`config.mk`:
```
export PLATFORM = sky130hd
export DESIGN_NAME = two_group_priority_task_scheduler
export DESIGN_NICKNAME = d
export VERILOG_FILES = /design/src/tgpts_pkg.sv /design/src/tgpts_ctrl.sv /design/src/tgpts_dp.sv /design/src/two_group_priority_task_scheduler.sv
export SDC_FILE = /design/constraint.sdc
export NUM_CORES = 2
export LEC_CHECK = 0
export ABC_AREA = 1
export BUFFER_PORTS_ARGS = -buffer_cell sky130_fd_sc_hd__buf_4
export CORE_UTILIZATION = 61
export CTS_CLUSTER_SIZE = 40
export DETAILED_ROUTE_END_ITERATION = 6
export PLACE_DENSITY_LB_ADDON = 0.12
export SYNTH_ARGS = -nofsm -noshare
export SYNTH_HDL_FRONTEND = slang
export SYNTH_SLANG_ARGS = --single-unit
```
`constraint.sdc`:
```
create_clock -name clock -period 7.1 [get_ports clock]
set_input_delay 0.71 -clock clock [delete_from_list [all_inputs] [get_ports clock]]
set_output_delay 0.71 -clock clock [all_outputs]
set_load 0.005 [all_outputs]
```
`src/tgpts_pkg.sv`:
```
// ----------------------------------------------------------------------------
// tgpts_pkg
// Shared types, codes and constants of the two-group task scheduler.
// ----------------------------------------------------------------------------
package tgpts_pkg;

   localparam int NUM_SLOTS_DEF = 64;
   localparam int ID_W          = 10;
   localparam int CMD_W         = 2;
   localparam int CLASS_W       = 2;
   localparam int LIST_W        = 4;
   localparam int NUM_LISTS     = 9;

   // run lists are 4 * group + class, then the wait list
   localparam logic [LIST_W-1:0] LIST_FIRST_RUN = 4'd0;
   localparam logic [LIST_W-1:0] LIST_LAST_RUN  = 4'd7;
   localparam logic [LIST_W-1:0] LIST_WAIT      = 4'd8;

   localparam logic [CMD_W-1:0] CMD_ADD   = 2'd0;
   localparam logic [CMD_W-1:0] CMD_SCHED = 2'd1;
   localparam logic [CMD_W-1:0] CMD_START = 2'd2;
   localparam logic [CMD_W-1:0] CMD_STOP  = 2'd3;

   localparam logic [1:0] MODE_QUEUED = 2'd1;
   localparam logic [1:0] MODE_WAIT   = 2'd2;
   localparam logic [1:0] MODE_RUN    = 2'd3;

   localparam logic [CLASS_W-1:0] CLASS_LAST = 2'd3;

   typedef enum logic [4:0] {
      OP_NONE,
      OP_ACCEPT,
      OP_ALLOC,
      OP_LOAD_R,
      OP_SCHED_FLAGS,
      OP_PICK_FIRST,
      OP_NEXT_CLASS,
      OP_FIND_WAIT,
      OP_LIST_FIRST,
      OP_NEXT_LIST,
      OP_STEP,
      OP_UNLINK,
      OP_SETL_RES,
      OP_SETL_WAIT,
      OP_STOP_R,
      OP_PUSH1,
      OP_PUSH2,
      OP_SWAP,
      OP_SCHED_DONE,
      OP_SCHED_IDLE,
      OP_SET_FAIL,
      OP_RESP
   } dp_op_type;

   typedef struct packed {
      dp_op_type op;
   } dp_cmd_type;

   typedef struct packed {
      logic [CMD_W-1:0] cmd;
      logic             s_nil;
      logic             match;
      logic             r_zero;
      logic [1:0]       rd_mode;
      logic             free_empty;
      logic             ran;
      logic             last_class;
      logic             last_list;
      logic             rsp_stall;
   } dp_stat_type;

endpackage

```
`src/tgpts_ctrl.sv`:
```
// ----------------------------------------------------------------------------
// tgpts_ctrl
// Command sequencer: steps the datapath through list walks and updates.
// ----------------------------------------------------------------------------
module tgpts_ctrl (
   input  logic                    clock,
   input  logic                    reset,
   input  logic                    req_valid,
   output logic                    req_ready,
   input  tgpts_pkg::dp_stat_type  stat,
   output tgpts_pkg::dp_cmd_type   cmd
);

   typedef enum logic [3:0] {
      ST_IDLE,
      ST_DISPATCH,
      ST_PUSH1,
      ST_PUSH2,
      ST_SC_FLAGS,
      ST_PICK_FIRST,
      ST_PICK_CHECK,
      ST_SC_DONE,
      ST_WALK_START,
      ST_START_L,
      ST_STOP_R,
      ST_SEARCH_INIT,
      ST_SEARCH,
      ST_STOP_L,
      ST_DONE
   } state_type;

   state_type state_ff, state_in;
   state_type ret_ff, ret_in;

   always_comb begin
      state_in = state_ff;
      ret_in   = ret_ff;
      cmd.op   = tgpts_pkg::OP_NONE;
      unique case (state_ff)
         ST_IDLE: begin
            if (req_valid) begin
               cmd.op   = tgpts_pkg::OP_ACCEPT;
               state_in = ST_DISPATCH;
            end
         end
         ST_DISPATCH: begin
            unique case (stat.cmd)
               tgpts_pkg::CMD_ADD: begin
                  if (stat.free_empty) begin
                     cmd.op   = tgpts_pkg::OP_SET_FAIL;
                     state_in = ST_DONE;
                  end else begin
                     cmd.op   = tgpts_pkg::OP_ALLOC;
                     state_in = ST_PUSH1;
                     ret_in   = ST_DONE;
                  end
               end
               tgpts_pkg::CMD_SCHED: begin
                  cmd.op   = tgpts_pkg::OP_LOAD_R;
                  state_in = ST_SC_FLAGS;
               end
               tgpts_pkg::CMD_START: begin
                  cmd.op   = tgpts_pkg::OP_FIND_WAIT;
                  state_in = ST_WALK_START;
               end
               default: begin
                  cmd.op   = tgpts_pkg::OP_LOAD_R;
                  state_in = ST_STOP_R;
               end
            endcase
         end
         ST_PUSH1: begin
            cmd.op   = tgpts_pkg::OP_PUSH1;
            state_in = ST_PUSH2;
         end
         ST_PUSH2: begin
            cmd.op   = tgpts_pkg::OP_PUSH2;
            state_in = ret_ff;
         end
         ST_SC_FLAGS: begin
            cmd.op = tgpts_pkg::OP_SCHED_FLAGS;
            if (!stat.r_zero && stat.rd_mode == tgpts_pkg::MODE_RUN) begin
               state_in = ST_PUSH1;
               ret_in   = ST_PICK_FIRST;
            end else begin
               state_in = ST_PICK_FIRST;
            end
         end
         ST_PICK_FIRST: begin
            cmd.op   = tgpts_pkg::OP_PICK_FIRST;
            state_in = ST_PICK_CHECK;
         end
         ST_PICK_CHECK: begin
            priority if (!stat.s_nil) begin
               cmd.op   = tgpts_pkg::OP_UNLINK;
               state_in = ST_SC_DONE;
            end else if (!stat.last_class) begin
               cmd.op = tgpts_pkg::OP_NEXT_CLASS;
            end else if (stat.ran) begin
               cmd.op   = tgpts_pkg::OP_SWAP;
               state_in = ST_PICK_FIRST;
            end else begin
               cmd.op   = tgpts_pkg::OP_SCHED_IDLE;
               state_in = ST_DONE;
            end
         end
         ST_SC_DONE: begin
            cmd.op   = tgpts_pkg::OP_SCHED_DONE;
            state_in = ST_DONE;
         end
         ST_WALK_START: begin
            priority if (stat.s_nil) begin
               cmd.op   = tgpts_pkg::OP_SET_FAIL;
               state_in = ST_DONE;
            end else if (stat.match) begin
               cmd.op   = tgpts_pkg::OP_UNLINK;
               state_in = ST_START_L;
            end else begin
               cmd.op = tgpts_pkg::OP_STEP;
            end
         end
         ST_START_L: begin
            cmd.op   = tgpts_pkg::OP_SETL_RES;
            state_in = ST_PUSH1;
            ret_in   = ST_DONE;
         end
         ST_STOP_R: begin
            cmd.op = tgpts_pkg::OP_STOP_R;
            if (!stat.r_zero && stat.match && stat.rd_mode == tgpts_pkg::MODE_RUN) begin
               state_in = ST_PUSH1;
               ret_in   = ST_SEARCH_INIT;
            end else begin
               state_in = ST_SEARCH_INIT;
            end
         end
         ST_SEARCH_INIT: begin
            cmd.op   = tgpts_pkg::OP_LIST_FIRST;
            state_in = ST_SEARCH;
         end
         ST_SEARCH: begin
            priority if (stat.s_nil) begin
               if (stat.last_list) begin
                  state_in = ST_DONE;
               end else begin
                  cmd.op = tgpts_pkg::OP_NEXT_LIST;
               end
            end else if (stat.match) begin
               cmd.op   = tgpts_pkg::OP_UNLINK;
               state_in = ST_STOP_L;
            end else begin
               cmd.op = tgpts_pkg::OP_STEP;
            end
         end
         ST_STOP_L: begin
            cmd.op   = tgpts_pkg::OP_SETL_WAIT;
            state_in = ST_PUSH1;
            ret_in   = ST_DONE;
         end
         ST_DONE: begin
            if (!stat.rsp_stall) begin
               cmd.op   = tgpts_pkg::OP_RESP;
               state_in = ST_IDLE;
            end
         end
         default: begin
            state_in = ST_IDLE;
         end
      endcase
   end

   assign req_ready = (state_ff == ST_IDLE);

   always_ff @(posedge clock) begin
      if (reset) begin
         state_ff <= ST_IDLE;
         ret_ff   <= ST_DONE;
      end else begin
         state_ff <= state_in;
         ret_ff   <= ret_in;
      end
   end

endmodule

```
`src/tgpts_dp.sv`:
```
// ----------------------------------------------------------------------------
// tgpts_dp
// Slot memories, list heads and tails, scheduler registers and result stage.
// ----------------------------------------------------------------------------
module tgpts_dp #(
   parameter int NUM_SLOTS = tgpts_pkg::NUM_SLOTS_DEF
) (
   input  logic                                clock,
   input  logic                                reset,
   input  tgpts_pkg::dp_cmd_type               cmd,
   output tgpts_pkg::dp_stat_type              stat,
   input  logic [tgpts_pkg::CMD_W-1:0]         req_cmd,
   input  logic [tgpts_pkg::ID_W-1:0]          req_task_id,
   input  logic [tgpts_pkg::CLASS_W-1:0]       req_task_class,
   input  logic                                csr_we,
   input  logic [tgpts_pkg::ID_W-1:0]          csr_wdata,
   output logic                                rsp_valid,
   input  logic                                rsp_ready,
   output logic                                rsp_status,
   output logic [tgpts_pkg::ID_W-1:0]          rsp_running_task_id,
   output logic                                rsp_switched
);

   localparam int AW = $clog2(NUM_SLOTS);
   localparam int PW = $clog2(NUM_SLOTS + 1);
   localparam logic [PW-1:0] NIL = PW'(NUM_SLOTS);

   // slot memories
   logic [tgpts_pkg::ID_W-1:0]    task_mem  [NUM_SLOTS];
   logic [tgpts_pkg::CLASS_W-1:0] class_mem [NUM_SLOTS];
   logic [1:0]                    mode_mem  [NUM_SLOTS];
   logic [PW-1:0]                 next_mem  [NUM_SLOTS];
   logic [PW-1:0]                 prev_mem  [NUM_SLOTS];

   logic [tgpts_pkg::ID_W-1:0]    rd_task_ff;
   logic [tgpts_pkg::CLASS_W-1:0] rd_class_ff;
   logic [1:0]                    rd_mode_ff;
   logic [PW-1:0]                 rd_next_ff, rd_prev_ff;

   logic [PW-1:0] head_ff [tgpts_pkg::NUM_LISTS];
   logic [PW-1:0] tail_ff [tgpts_pkg::NUM_LISTS];

   logic [PW-1:0]                 s_ff, s_in;
   logic [tgpts_pkg::LIST_W-1:0]  l_ff, l_in;
   logic [PW-1:0]                 free_ff, running_ff;
   logic                          ag_ff, ag_in, ran_ff, ran_in;
   logic [tgpts_pkg::ID_W-1:0]    idle_id_ff, prev_id_ff, run_id_ff;
   logic [tgpts_pkg::CMD_W-1:0]   cmd_ff;
   logic [tgpts_pkg::ID_W-1:0]    id_ff;
   logic [tgpts_pkg::CLASS_W-1:0] cls_ff;
   logic                          status_ff, found_ff, switched_ff;
   logic                          rsp_valid_ff, rsp_status_ff, rsp_switched_ff;
   logic [tgpts_pkg::ID_W-1:0]    rsp_id_ff;

   logic [PW-1:0] hd, tl;
   logic          r_zero, match;

   logic                          next_we, prev_we, mode_we, slot_we;
   logic [PW-1:0]                 next_wa, prev_wa, next_wd, prev_wd;
   logic [AW-1:0]                 mode_wa;
   logic [1:0]                    mode_wd;

   assign hd     = head_ff[l_in];
   assign tl     = tail_ff[l_in];
   assign r_zero = (running_ff == '0);
   assign match  = (rd_task_ff == id_ff);

   always_comb begin
      s_in    = s_ff;
      l_in    = l_ff;
      ag_in   = ag_ff;
      ran_in  = ran_ff;
      next_we = 1'b0;
      next_wa = s_ff;
      next_wd = hd;
      prev_we = 1'b0;
      prev_wa = s_ff;
      prev_wd = NIL;
      mode_we = 1'b0;
      mode_wa = s_ff[AW-1:0];
      mode_wd = tgpts_pkg::MODE_RUN;
      slot_we = 1'b0;
      unique case (cmd.op)
         tgpts_pkg::OP_ALLOC: begin
            s_in    = free_ff;
            l_in    = {1'b0, ~ag_ff, cls_ff};
            slot_we = 1'b1;
         end
         tgpts_pkg::OP_LOAD_R: s_in = running_ff;
         tgpts_pkg::OP_SCHED_FLAGS: begin
            l_in = {1'b0, ~ag_ff, rd_class_ff};
            if (r_zero) begin
               ag_in  = ~ag_ff;
               ran_in = 1'b0;
            end else begin
               ran_in = (rd_mode_ff == tgpts_pkg::MODE_RUN) ||
                        (rd_mode_ff == tgpts_pkg::MODE_QUEUED);
            end
         end
         tgpts_pkg::OP_PICK_FIRST: begin
            l_in = {1'b0, ag_ff, 2'b00};
            s_in = tl;
         end
         tgpts_pkg::OP_NEXT_CLASS: begin
            l_in = l_ff + 1'b1;
            s_in = tl;
         end
         tgpts_pkg::OP_FIND_WAIT: begin
            l_in = tgpts_pkg::LIST_WAIT;
            s_in = hd;
         end
         tgpts_pkg::OP_LIST_FIRST: begin
            l_in = tgpts_pkg::LIST_FIRST_RUN;
            s_in = hd;
         end
         tgpts_pkg::OP_NEXT_LIST: begin
            l_in = l_ff + 1'b1;
            s_in = hd;
         end
         tgpts_pkg::OP_STEP: s_in = rd_next_ff;
         tgpts_pkg::OP_UNLINK: begin
            // bridge the neighbours around the slot
            next_we = (rd_prev_ff != NIL);
            next_wa = rd_prev_ff;
            next_wd = rd_next_ff;
            prev_we = (rd_next_ff != NIL);
            prev_wa = rd_next_ff;
            prev_wd = rd_prev_ff;
         end
         tgpts_pkg::OP_SETL_RES:  l_in = {1'b0, ~ag_ff, rd_class_ff};
         tgpts_pkg::OP_SETL_WAIT: l_in = tgpts_pkg::LIST_WAIT;
         tgpts_pkg::OP_STOP_R:    l_in = tgpts_pkg::LIST_WAIT;
         tgpts_pkg::OP_PUSH1: begin
            next_we = 1'b1;
            prev_we = 1'b1;
            mode_we = 1'b1;
            mode_wd = (l_ff == tgpts_pkg::LIST_WAIT) ? tgpts_pkg::MODE_WAIT
                                                     : tgpts_pkg::MODE_QUEUED;
         end
         tgpts_pkg::OP_PUSH2: begin
            prev_we = (hd != NIL);
            prev_wa = hd;
            prev_wd = s_ff;
         end
         tgpts_pkg::OP_SWAP: begin
            ag_in  = ~ag_ff;
            ran_in = 1'b0;
         end
         tgpts_pkg::OP_SCHED_DONE: mode_we = 1'b1;
         default: ;
      endcase
   end

   // memories: one write and one registered read per cycle each
   always_ff @(posedge clock) begin
      if (slot_we) begin
         task_mem[s_in[AW-1:0]]  <= id_ff;
         class_mem[s_in[AW-1:0]] <= cls_ff;
      end
      if (next_we) next_mem[next_wa[AW-1:0]] <= next_wd;
      if (prev_we) prev_mem[prev_wa[AW-1:0]] <= prev_wd;
      if (mode_we) mode_mem[mode_wa] <= mode_wd;
      rd_task_ff  <= task_mem[s_in[AW-1:0]];
      rd_class_ff <= class_mem[s_in[AW-1:0]];
      rd_mode_ff  <= mode_mem[s_in[AW-1:0]];
      rd_next_ff  <= next_mem[s_in[AW-1:0]];
      rd_prev_ff  <= prev_mem[s_in[AW-1:0]];
   end

   // control registers
   always_ff @(posedge clock) begin
      if (reset) begin
         for (int i = 0; i < tgpts_pkg::NUM_LISTS; i++) begin
            head_ff[i] <= NIL;
            tail_ff[i] <= NIL;
         end
         free_ff      <= PW'(1);
         running_ff   <= '0;
         ag_ff        <= 1'b0;
         ran_ff       <= 1'b0;
         idle_id_ff   <= '0;
         rsp_valid_ff <= 1'b0;
      end else begin
         ag_ff  <= ag_in;
         ran_ff <= ran_in;
         if (csr_we) idle_id_ff <= csr_wdata;
         if (cmd.op == tgpts_pkg::OP_ALLOC) free_ff <= free_ff + 1'b1;
         if (cmd.op == tgpts_pkg::OP_UNLINK) begin
            if (rd_prev_ff == NIL) head_ff[l_ff] <= rd_next_ff;
            if (rd_next_ff == NIL) tail_ff[l_ff] <= rd_prev_ff;
         end
         if (cmd.op == tgpts_pkg::OP_PUSH1 && tl == NIL) tail_ff[l_ff] <= s_ff;
         if (cmd.op == tgpts_pkg::OP_PUSH2) head_ff[l_ff] <= s_ff;
         if (cmd.op == tgpts_pkg::OP_SCHED_DONE) running_ff <= s_ff;
         if (cmd.op == tgpts_pkg::OP_SCHED_IDLE) running_ff <= '0;
         if (cmd.op == tgpts_pkg::OP_RESP) begin
            rsp_valid_ff <= 1'b1;
         end else if (rsp_ready) begin
            rsp_valid_ff <= 1'b0;
         end
      end
   end

   // payload registers
   always_ff @(posedge clock) begin
      s_ff <= s_in;
      l_ff <= l_in;
      unique case (cmd.op)
         tgpts_pkg::OP_ACCEPT: begin
            cmd_ff      <= req_cmd;
            id_ff       <= req_task_id;
            cls_ff      <= req_task_class;
            status_ff   <= 1'b0;
            found_ff    <= 1'b0;
            switched_ff <= 1'b0;
         end
         tgpts_pkg::OP_SCHED_FLAGS: prev_id_ff <= r_zero ? idle_id_ff : rd_task_ff;
         tgpts_pkg::OP_STOP_R: found_ff <= !r_zero && match &&
                                  ((rd_mode_ff == tgpts_pkg::MODE_RUN) ||
                                   (rd_mode_ff == tgpts_pkg::MODE_WAIT));
         tgpts_pkg::OP_SETL_WAIT: found_ff <= 1'b1;
         tgpts_pkg::OP_SET_FAIL:  status_ff <= 1'b1;
         tgpts_pkg::OP_SCHED_DONE: begin
            run_id_ff   <= rd_task_ff;
            switched_ff <= (rd_task_ff != prev_id_ff);
         end
         tgpts_pkg::OP_SCHED_IDLE: switched_ff <= (idle_id_ff != prev_id_ff);
         tgpts_pkg::OP_RESP: begin
            rsp_status_ff   <= status_ff ||
                               (cmd_ff == tgpts_pkg::CMD_STOP && !found_ff);
            rsp_id_ff       <= r_zero ? idle_id_ff : run_id_ff;
            rsp_switched_ff <= switched_ff;
         end
         default: ;
      endcase
   end

   assign stat.cmd        = cmd_ff;
   assign stat.s_nil      = (s_ff == NIL);
   assign stat.match      = match;
   assign stat.r_zero     = r_zero;
   assign stat.rd_mode    = rd_mode_ff;
   assign stat.free_empty = (free_ff == NIL);
   assign stat.ran        = ran_ff;
   assign stat.last_class = (l_ff[tgpts_pkg::CLASS_W-1:0] == tgpts_pkg::CLASS_LAST);
   assign stat.last_list  = (l_ff == tgpts_pkg::LIST_LAST_RUN);
   assign stat.rsp_stall  = rsp_valid_ff && !rsp_ready;

   assign rsp_valid           = rsp_valid_ff;
   assign rsp_status          = rsp_status_ff;
   assign rsp_running_task_id = rsp_id_ff;
   assign rsp_switched        = rsp_switched_ff;

endmodule

```
`src/two_group_priority_task_scheduler.sv`:
```
// ----------------------------------------------------------------------------
// two_group_priority_task_scheduler
// Task scheduler with a slot pool, active and reserved run groups of four
// class queues each, and a wait list.
//
//   channel   ports                               direction
//   req       req_valid/ready, cmd, id, class     in
//   rsp       rsp_valid/ready, status, id, swtch  out
//   csr       csr_we, csr_wdata (idle task id)    in
//
// each command runs as a sequence of datapath operations;
// start and stop walk the wait list or the run lists node by node through
// the registered read port of the slot memories, schedule scans up to eight
// class queues. a new command is taken once the previous one has finished,
// even while its result still waits in the output register. no clearing pass
// after reset: the free pool is a fill counter.
// ----------------------------------------------------------------------------
module two_group_priority_task_scheduler #(
   parameter int NUM_SLOTS = tgpts_pkg::NUM_SLOTS_DEF
) (
   input  logic                           clock,
   input  logic                           reset,
   // command transfer
   input  logic                           req_valid,
   output logic                           req_ready,
   input  logic [tgpts_pkg::CMD_W-1:0]    req_cmd,
   input  logic [tgpts_pkg::ID_W-1:0]     req_task_id,
   input  logic [tgpts_pkg::CLASS_W-1:0]  req_task_class,
   // result transfer
   output logic                           rsp_valid,
   input  logic                           rsp_ready,
   output logic                           rsp_status,
   output logic [tgpts_pkg::ID_W-1:0]     rsp_running_task_id,
   output logic                           rsp_switched,
   // idle task id register
   input  logic                           csr_we,
   input  logic [tgpts_pkg::ID_W-1:0]     csr_wdata
);

   tgpts_pkg::dp_cmd_type  cmd;
   tgpts_pkg::dp_stat_type stat;

   // sequencer: one datapath operation per cycle
   tgpts_ctrl u_ctrl (
      .clock     (clock),
      .reset     (reset),
      .req_valid (req_valid),
      .req_ready (req_ready),
      .stat      (stat),
      .cmd       (cmd)
   );

   // slot memories, list pointers and the result register
   tgpts_dp #(
      .NUM_SLOTS (NUM_SLOTS)
   ) u_dp (
      .clock               (clock),
      .reset               (reset),
      .cmd                 (cmd),
      .stat                (stat),
      .req_cmd             (req_cmd),
      .req_task_id         (req_task_id),
      .req_task_class      (req_task_class),
      .csr_we              (csr_we),
      .csr_wdata           (csr_wdata),
      .rsp_valid           (rsp_valid),
      .rsp_ready           (rsp_ready),
      .rsp_status          (rsp_status),
      .rsp_running_task_id (rsp_running_task_id),
      .rsp_switched        (rsp_switched)
   );

endmodule

```
# Word-level counts from Yosys, hierarchy flattened
# Memories as Yosys holds them, arrays and structs flattened. A register that Yosys moved wholly into a read port is not among the register bits.
# Index checks and enable logic that the tools add are counted.
# op_classes
addsub	2
n_eq_ne	66
n_mux	87
bitwise	3
n_reduce_logical	36
# op_table
operator	count
$mux W4	19
$pmux W5 S15	1
$pmux W4 S14	1
$eq A5 B4 Y1 const B	8
$eq A7 B7 Y1 const B	5
$mux W7	5
$pmux W7 S5	1
$mux W1	34
$eq A4 B4 Y1 const B	8
$eq A5 B5 Y1 const B	6
$mux W5	6
$pmux W4 S6	1
$ne A7 B7 Y1 const B	3
$eq A4 B3 Y1 const B	5
$eq A5 B3 Y1 const B	4
$mux W10	2
$ne A10 B10 Y1	2
$pmux W4 S4	1
$pmux W7 S2	1
$reduce_or A7 Y1	2
$pmux W4 S3	1
$pmux W6 S2	1
$reduce_or A2 Y1	6
$eq A10 B10 Y1	1
34 further kinds	70
# word_totals
ff_bits	95
ramBits	1918
output_inout_bits	14
mem_count	7
# mem_list
memory	depth	word_bits	rd	rd_ports_with_merged_regs	wr	line	source
u_dp.task_mem	64	10	1	1	1	tgpts_dp.sv:29	logic [tgpts_pkg::ID_W-1:0] task_mem [NUM_SLOTS];
u_dp.next_mem	64	7	1	1	1	tgpts_dp.sv:32	logic [PW-1:0] next_mem [NUM_SLOTS];
u_dp.prev_mem	64	7	1	1	1	tgpts_dp.sv:33	logic [PW-1:0] prev_mem [NUM_SLOTS];
u_dp.class_mem	64	2	1	1	1	tgpts_dp.sv:30	logic [tgpts_pkg::CLASS_W-1:0] class_mem [NUM_SLOTS];
u_dp.mode_mem	64	2	1	1	1	tgpts_dp.sv:31	logic [1:0] mode_mem [NUM_SLOTS];
u_dp.head_ff	9	7	1	0	9	tgpts_dp.sv:40	logic [PW-1:0] head_ff [tgpts_pkg::NUM_LISTS];
+1 memories	n/a	n/a	n/a	n/a	n/a	n/a	

# Depth between registers and ports, before layout
# An unclocked memory read counts as a cell.
# logic_depth
depth_word	16
mapped_depth	37

# By module
# From an unflattened synthesis, not the netlist that was laid out.
# unflattened
hier_cells	8834
hier_area_um2	91667.9
# modules_own_cells
module	instances	cells_each	area_each_um2
tgpts_dp	1	8658	90688.2
tgpts_ctrl	1	176	979.7

# Least setup slack after synthesis
# No wires, ideal clock.
# synth_path
path_type	flip-flop to flip-flop
from	reg u_dp.id_ff[7] (netlist name)
to	mem u_dp.next_mem[0][6] (netlist name) (data pin)
t_arrival_ns	5.681
required_ns	6.399
path_slack_ns	0.718
path_stages_with_launch	25
n_path_buf	4
path_cell_list	edfxtp_1 inv_1 nand2_1 nand2_1 nor2_1 nand2_1 nor2_1 nand3_1 nand3_2 inv_2 nand2_2 nand2_1 nor2_4 nand3_2 nand2_4 buf_6 buf_6 buf_6 buf_6 nand2_1 nand3_1 nand3_1 nand3_1 nand2_1 o21ai_0
# synth_between
elab_chain_cells	9
elab_cells_between_ends	22
cone_classes	eq/ne (12); mux (6); reduce/logical (3); memory (1)
# synth_lines
element	line	source
from (decl)	tgpts_dp.sv:49	logic [tgpts_pkg::ID_W-1:0] id_ff;
from (signal assigned)	tgpts_dp.sv:211	id_ff <= req_task_id;
$eq A10 B10 Y1 *	tgpts_dp.sv:66	assign match = (rd_task_ff == id_ff);
$mux W1 *	tgpts_ctrl.sv:115, tgpts_ctrl.sv:147	
$mux W5 (on tied branches)	tgpts_ctrl.sv:141, tgpts_ctrl.sv:112	
$pmux W5 S15 *	tgpts_ctrl.sv:39	unique case (state_ff)
$eq A5 B3 Y1 / $eq A5 B4 Y1 (equally long branches)	tgpts_dp.sv:83	unique case (cmd.op)
$reduce_or A3 Y1 (no line) / $reduce_or A2 Y1 (equally long branches)	n/a	
$pmux W4 S6 *	tgpts_dp.sv:83	
named net u_dp.l_in, one bit	tgpts_dp.sv:44	logic [tgpts_pkg::LIST_W-1:0] l_ff, l_in;
$mem_v2 Z9 W7 *	n/a	
$mux W7 *	tgpts_dp.sv:83	
named net u_dp.next_wd[6]	tgpts_dp.sv:59	logic [PW-1:0] next_wa, prev_wa, next_wd, prev_wd;
to (decl)	tgpts_dp.sv:32	
# Mark *: on every way through the listed nets, which the timed path passes. The rest lies on a longest branch.

# Worst setup path after layout
# layout_path
from	reg u_ctrl.state_ff[3]
to	reg u_dp.rd_class_ff[1] (netlist name), read port of u_dp.class_mem
# layout_between
elab_chain_cells	7
elab_cells_between_ends	37
cone_classes	eq/ne (26); mux (3); reduce/logical (6); memory (2)
# layout_lines
element	line	source
from (decl)	tgpts_ctrl.sv:32	state_type state_ff, state_in;
from (signal assigned)	tgpts_ctrl.sv:178	state_ff <= state_in;
$eq A4 B4 Y1, or another cell as far along	tgpts_ctrl.sv:39	
$pmux W5 S15 *	tgpts_ctrl.sv:39	
$eq A5 B3 Y1 / $eq A5 B4 Y1 (equally long branches)	tgpts_dp.sv:83	
$reduce_or A3 Y1 (no line) / $reduce_or A2 Y1 (equally long branches)	n/a	
$pmux W4 S6	tgpts_dp.sv:83	
$mem_v2 Z9 W7 (on tied branches)	n/a	
$pmux W7 S5 *	tgpts_dp.sv:83	
to (decl)	tgpts_dp.sv:36	logic [tgpts_pkg::CLASS_W-1:0] rd_class_ff;
# Mark *: on every way between the ends. The rest lies on a longest branch, timed or not.
# A chain may end at the register's enable or synchronous reset.

==> impl_metrics.env <==
export IMPL_dp_hpwl_um=145000
export IMPL_vias=64600
export IMPL_gr_usage_met3=0.0594
export IMPL_whs_path_depth=1
export IMPL_grt_most_used_layer="met2"
export IMPL_insertion_delay_ps=840
export IMPL_syn_cell_area_mm2=0.0914
export IMPL_place_congestion=0.934
export IMPL_synth_edff_count=2066
export IMPL_drive_above_1_share=0.0680
export IMPL_syn2layout_area_growth_pct=9.90
export IMPL_violations="design-rule violations"
export IMPL_first_pass_iters=7
export IMPL_drt_wl_total_um=244000
export IMPL_synth_fp_nets=8860
export IMPL_met1_usage=0.457
export IMPL_cp_common_cell="nand2_1"
export IMPL_endpoint_kind="flop"
export IMPL_slew_headroom=0.102
export IMPL_seqCellArea_mm2=0.0635
export IMPL_worstMarginPinSlew_ps=1340
export IMPL_yosys_register_bits=2138
export IMPL_wire_per_inst_um=22.4
export IMPL_diodes=0
export IMPL_ioPinCount=43
export IMPL_fin_cells=10900
export IMPL_synth_async_sr_flop_share=0
export IMPL_cts_tree="done"
export IMPL_setup_ws_ps=754
export IMPL_die_area_mm2=0.151
export IMPL_ys_seq_area_frac=0.695
export IMPL_start_util=0.617
export IMPL_grt_pass1_wl_um=369000
export IMPL_grt_pass1_vias=61300
export IMPL_cts_buffer_depth=3
export IMPL_cts_resized=0
export IMPL_die_w_um=389
export IMPL_route_detailed_drc=1
export IMPL_crit_slowest_cell="o21ai_1"
export IMPL_finalMaxSlewViolations=0
export IMPL_hold_buffers=0
export IMPL_r2r_slack_ps=750
export IMPL_crit_fanout=170
export IMPL_final_setup_tns_ps=0
export IMPL_post_cts_setup_buffer_count=0
export IMPL_ant_nets=0
export IMPL_outcome="finished, violations left"
export IMPL_finalHoldViolations=0
export IMPL_port_buffer_count=42
export IMPL_rr_worst_depth=30
export IMPL_skew_ps=42.5
export IMPL_core_mm2=0.148
export IMPL_dp_cells=10500
export IMPL_viasPerCell=5.93
export IMPL_fmax_mhz=158
export IMPL_crit_end="u_dp.rd_class_ff[1]$_DFF_P_"
export IMPL_grt_use_total=0.321
export IMPL_setup_violations_final=0
export IMPL_yosys_warnings=0
export IMPL_r2r_start="u_ctrl.state_ff[3]$_SDFFE_PP0P_"
export IMPL_drt_iter0_drc=8523
export IMPL_clk_pin_slew_ps=60
export IMPL_r2r_end="u_dp.rd_class_ff[1]$_DFF_P_"
export IMPL_cp_slowest_stage_delay_ps=550
export IMPL_hp_class="in2reg"
export IMPL_cts_buffers=209
export IMPL_period_minus_slack_ps=6350
export IMPL_path_class="reg2reg"
export IMPL_antenna_found_initial=3
export IMPL_grt_max_degree=179
export IMPL_synth_cell_types=50
export IMPL_htreeDepth=4
export IMPL_crit_start="u_ctrl.state_ff[3]$_SDFFE_PP0P_"
export IMPL_synth_cells=8822
export IMPL_worstPathRequired_ps=7810
export IMPL_num_rows=141
export IMPL_syn_avg_cell_area_um2=10.4
export IMPL_synthFlopType="edfxtp_1"
export IMPL_rsz0062_at_grt="false"
export IMPL_grt_use_met2=0.502
export IMPL_multi_input_area_mm2=0.0250
export IMPL_place_ws_ps=688
export IMPL_start_kind="flop"
export IMPL_worstPathArrival_ps=7060
export IMPL_grt_overflow=0
export IMPL_cts_sinks=2138
export IMPL_cts_root_buf="clkbuf_16"
export IMPL_finalCritPeriodShare=0.894
export IMPL_drv_cap=0
export IMPL_fin_nets=8832
export IMPL_die_height_um=389
export IMPL_fill_cells=11000
==> flip-flops by register name (all words and copies together), names as in the netlist, 112 cells and up <==
signal,flops
u_dp.task_mem,640
u_dp.next_mem,448
u_dp.prev_mem,448
u_dp.class_mem,128
u_dp.mode_mem,128
u_dp.head_ff,112
u_dp.tail_ff,112
==> kinds of logic after synthesis <==
logic type / synth area share
AND/OR/NAND/NOR: 0.241
XOR/XNOR: 0.00134
flip-flops: 0.695
buffers and inverters: 0.0343
AO/OA/AOI/OAI: 0.0274
adder cells (fa/ha/maj): 0.00123
==> worst min-delay path by stage <==
stage	from	to	slack, ps
floorplan	u_dp.switched_ff$_SDFFCE_PN0P_	u_dp.rsp_switched$_DFFE_PP_	400
global placement	u_dp.switched_ff$_SDFFCE_PN0P_	u_dp.rsp_switched$_DFFE_PP_	400
detailed placement	u_dp.switched_ff$_SDFFCE_PN0P_	u_dp.rsp_switched$_DFFE_PP_	400
CTS	req_task_id[9]	u_dp.id_ff[9]$_DFFE_PP_	2
global route	req_task_id[3]	u_dp.id_ff[3]$_DFFE_PP_	20
finish	req_task_id[3]	u_dp.id_ff[3]$_DFFE_PP_	50
==> cell type report <==
type / count / share of cell area
sequential: 2138 / 0.632
multi-input combinational: 5953 / 0.249
clock buffer: 290 / 0.0563
tap: 1930 / 0.0240
timing repair buffer: 243 / 0.0212
inverter: 249 / 0.00943
clock inverter: 95 / 0.00846
==> stage by stage <==
| step | cell area, um^2 | util | hold slack [ps] |
|---|---|---|---|
| 2_1_floorplan | 91400 | - | 400 |
| 3_3_place_gp | 93900 | 0.634 | 405 |
| 3_5_place_dp | 93900 | 0.634 | 405 |
| 4_1_cts | 100000 | 0.678 | 1.95 |
| 5_1_grt | 100000 | 0.678 | 17.7 |
| 6_report | 100000 | 0.678 | 52.0 |
==> Yosys cell counts, drive strengths merged, types with 2 or more instances <==
master	instances	share of area
nor3	34	0.0019
a22o	2	0.00019
xnor2	7	0.00067
buf	261	0.015
a211oi	13	0.0011
o311ai	2	0.00019
nor4	7	0.00048
o2bb2ai	2	0.00019
o211ai	26	0.0021
ha	9	0.0012
a2111oi	2	0.00019
edfxtp	2066	0.68
nand3b	24	0.0020
nand2	3862	0.16
nand3	947	0.052
o21ai	337	0.018
o21a	8	0.00066
a21oi	39	0.0021
clkinv	11	0.00045
o2111ai	2	0.00019
clkbuf	221	0.0091
a221oi	2	0.00019
dfxtp	72	0.016
inv	238	0.0098
or2	2	0.00014
nor2	589	0.025
a31oi	6	0.00041
nand4	7	0.00048
o31ai	2	0.00022
o22ai	10	0.00068
xor2	7	0.00067
==> routing by layer <==
layer / wire length (um) / vias to the layer above
li1: - / 29700
met1: 97200 / 31000
met2: 113000 / 3480
met3: 25600 / 513
met4: 8060 / 0
met5: 0 / -
==> placed cells by master (no fill, tap or decap), drive strengths merged, types with 13 or more instances in the layout <==
cell | netlist | routed
nand3 | 947 | 947
a21oi | 39 | 39
buf | 261 | 243
nand2 | 3862 | 3862
nor3 | 34 | 34
nor2 | 589 | 589
dfxtp | 72 | 72
inv | 238 | 246
clkinv | 11 | 87
nand3b | 24 | 24
a211oi | 13 | 13
clkbuf | 221 | 290
edfxtp | 2066 | 2066
o21ai | 337 | 337
o211ai | 26 | 26
==> worst max-delay path: cells and delay by family, from the launching register on <==
kind | cells | cell delay (ps)
buf+inv | 3 | 900
flops | 1 | 360
compound gates | 1 | 550
simple gates | 26 | 4010
Power is not shown: default switching activity piles up to over one toggle a cycle in this logic, so the estimate is an artifact.
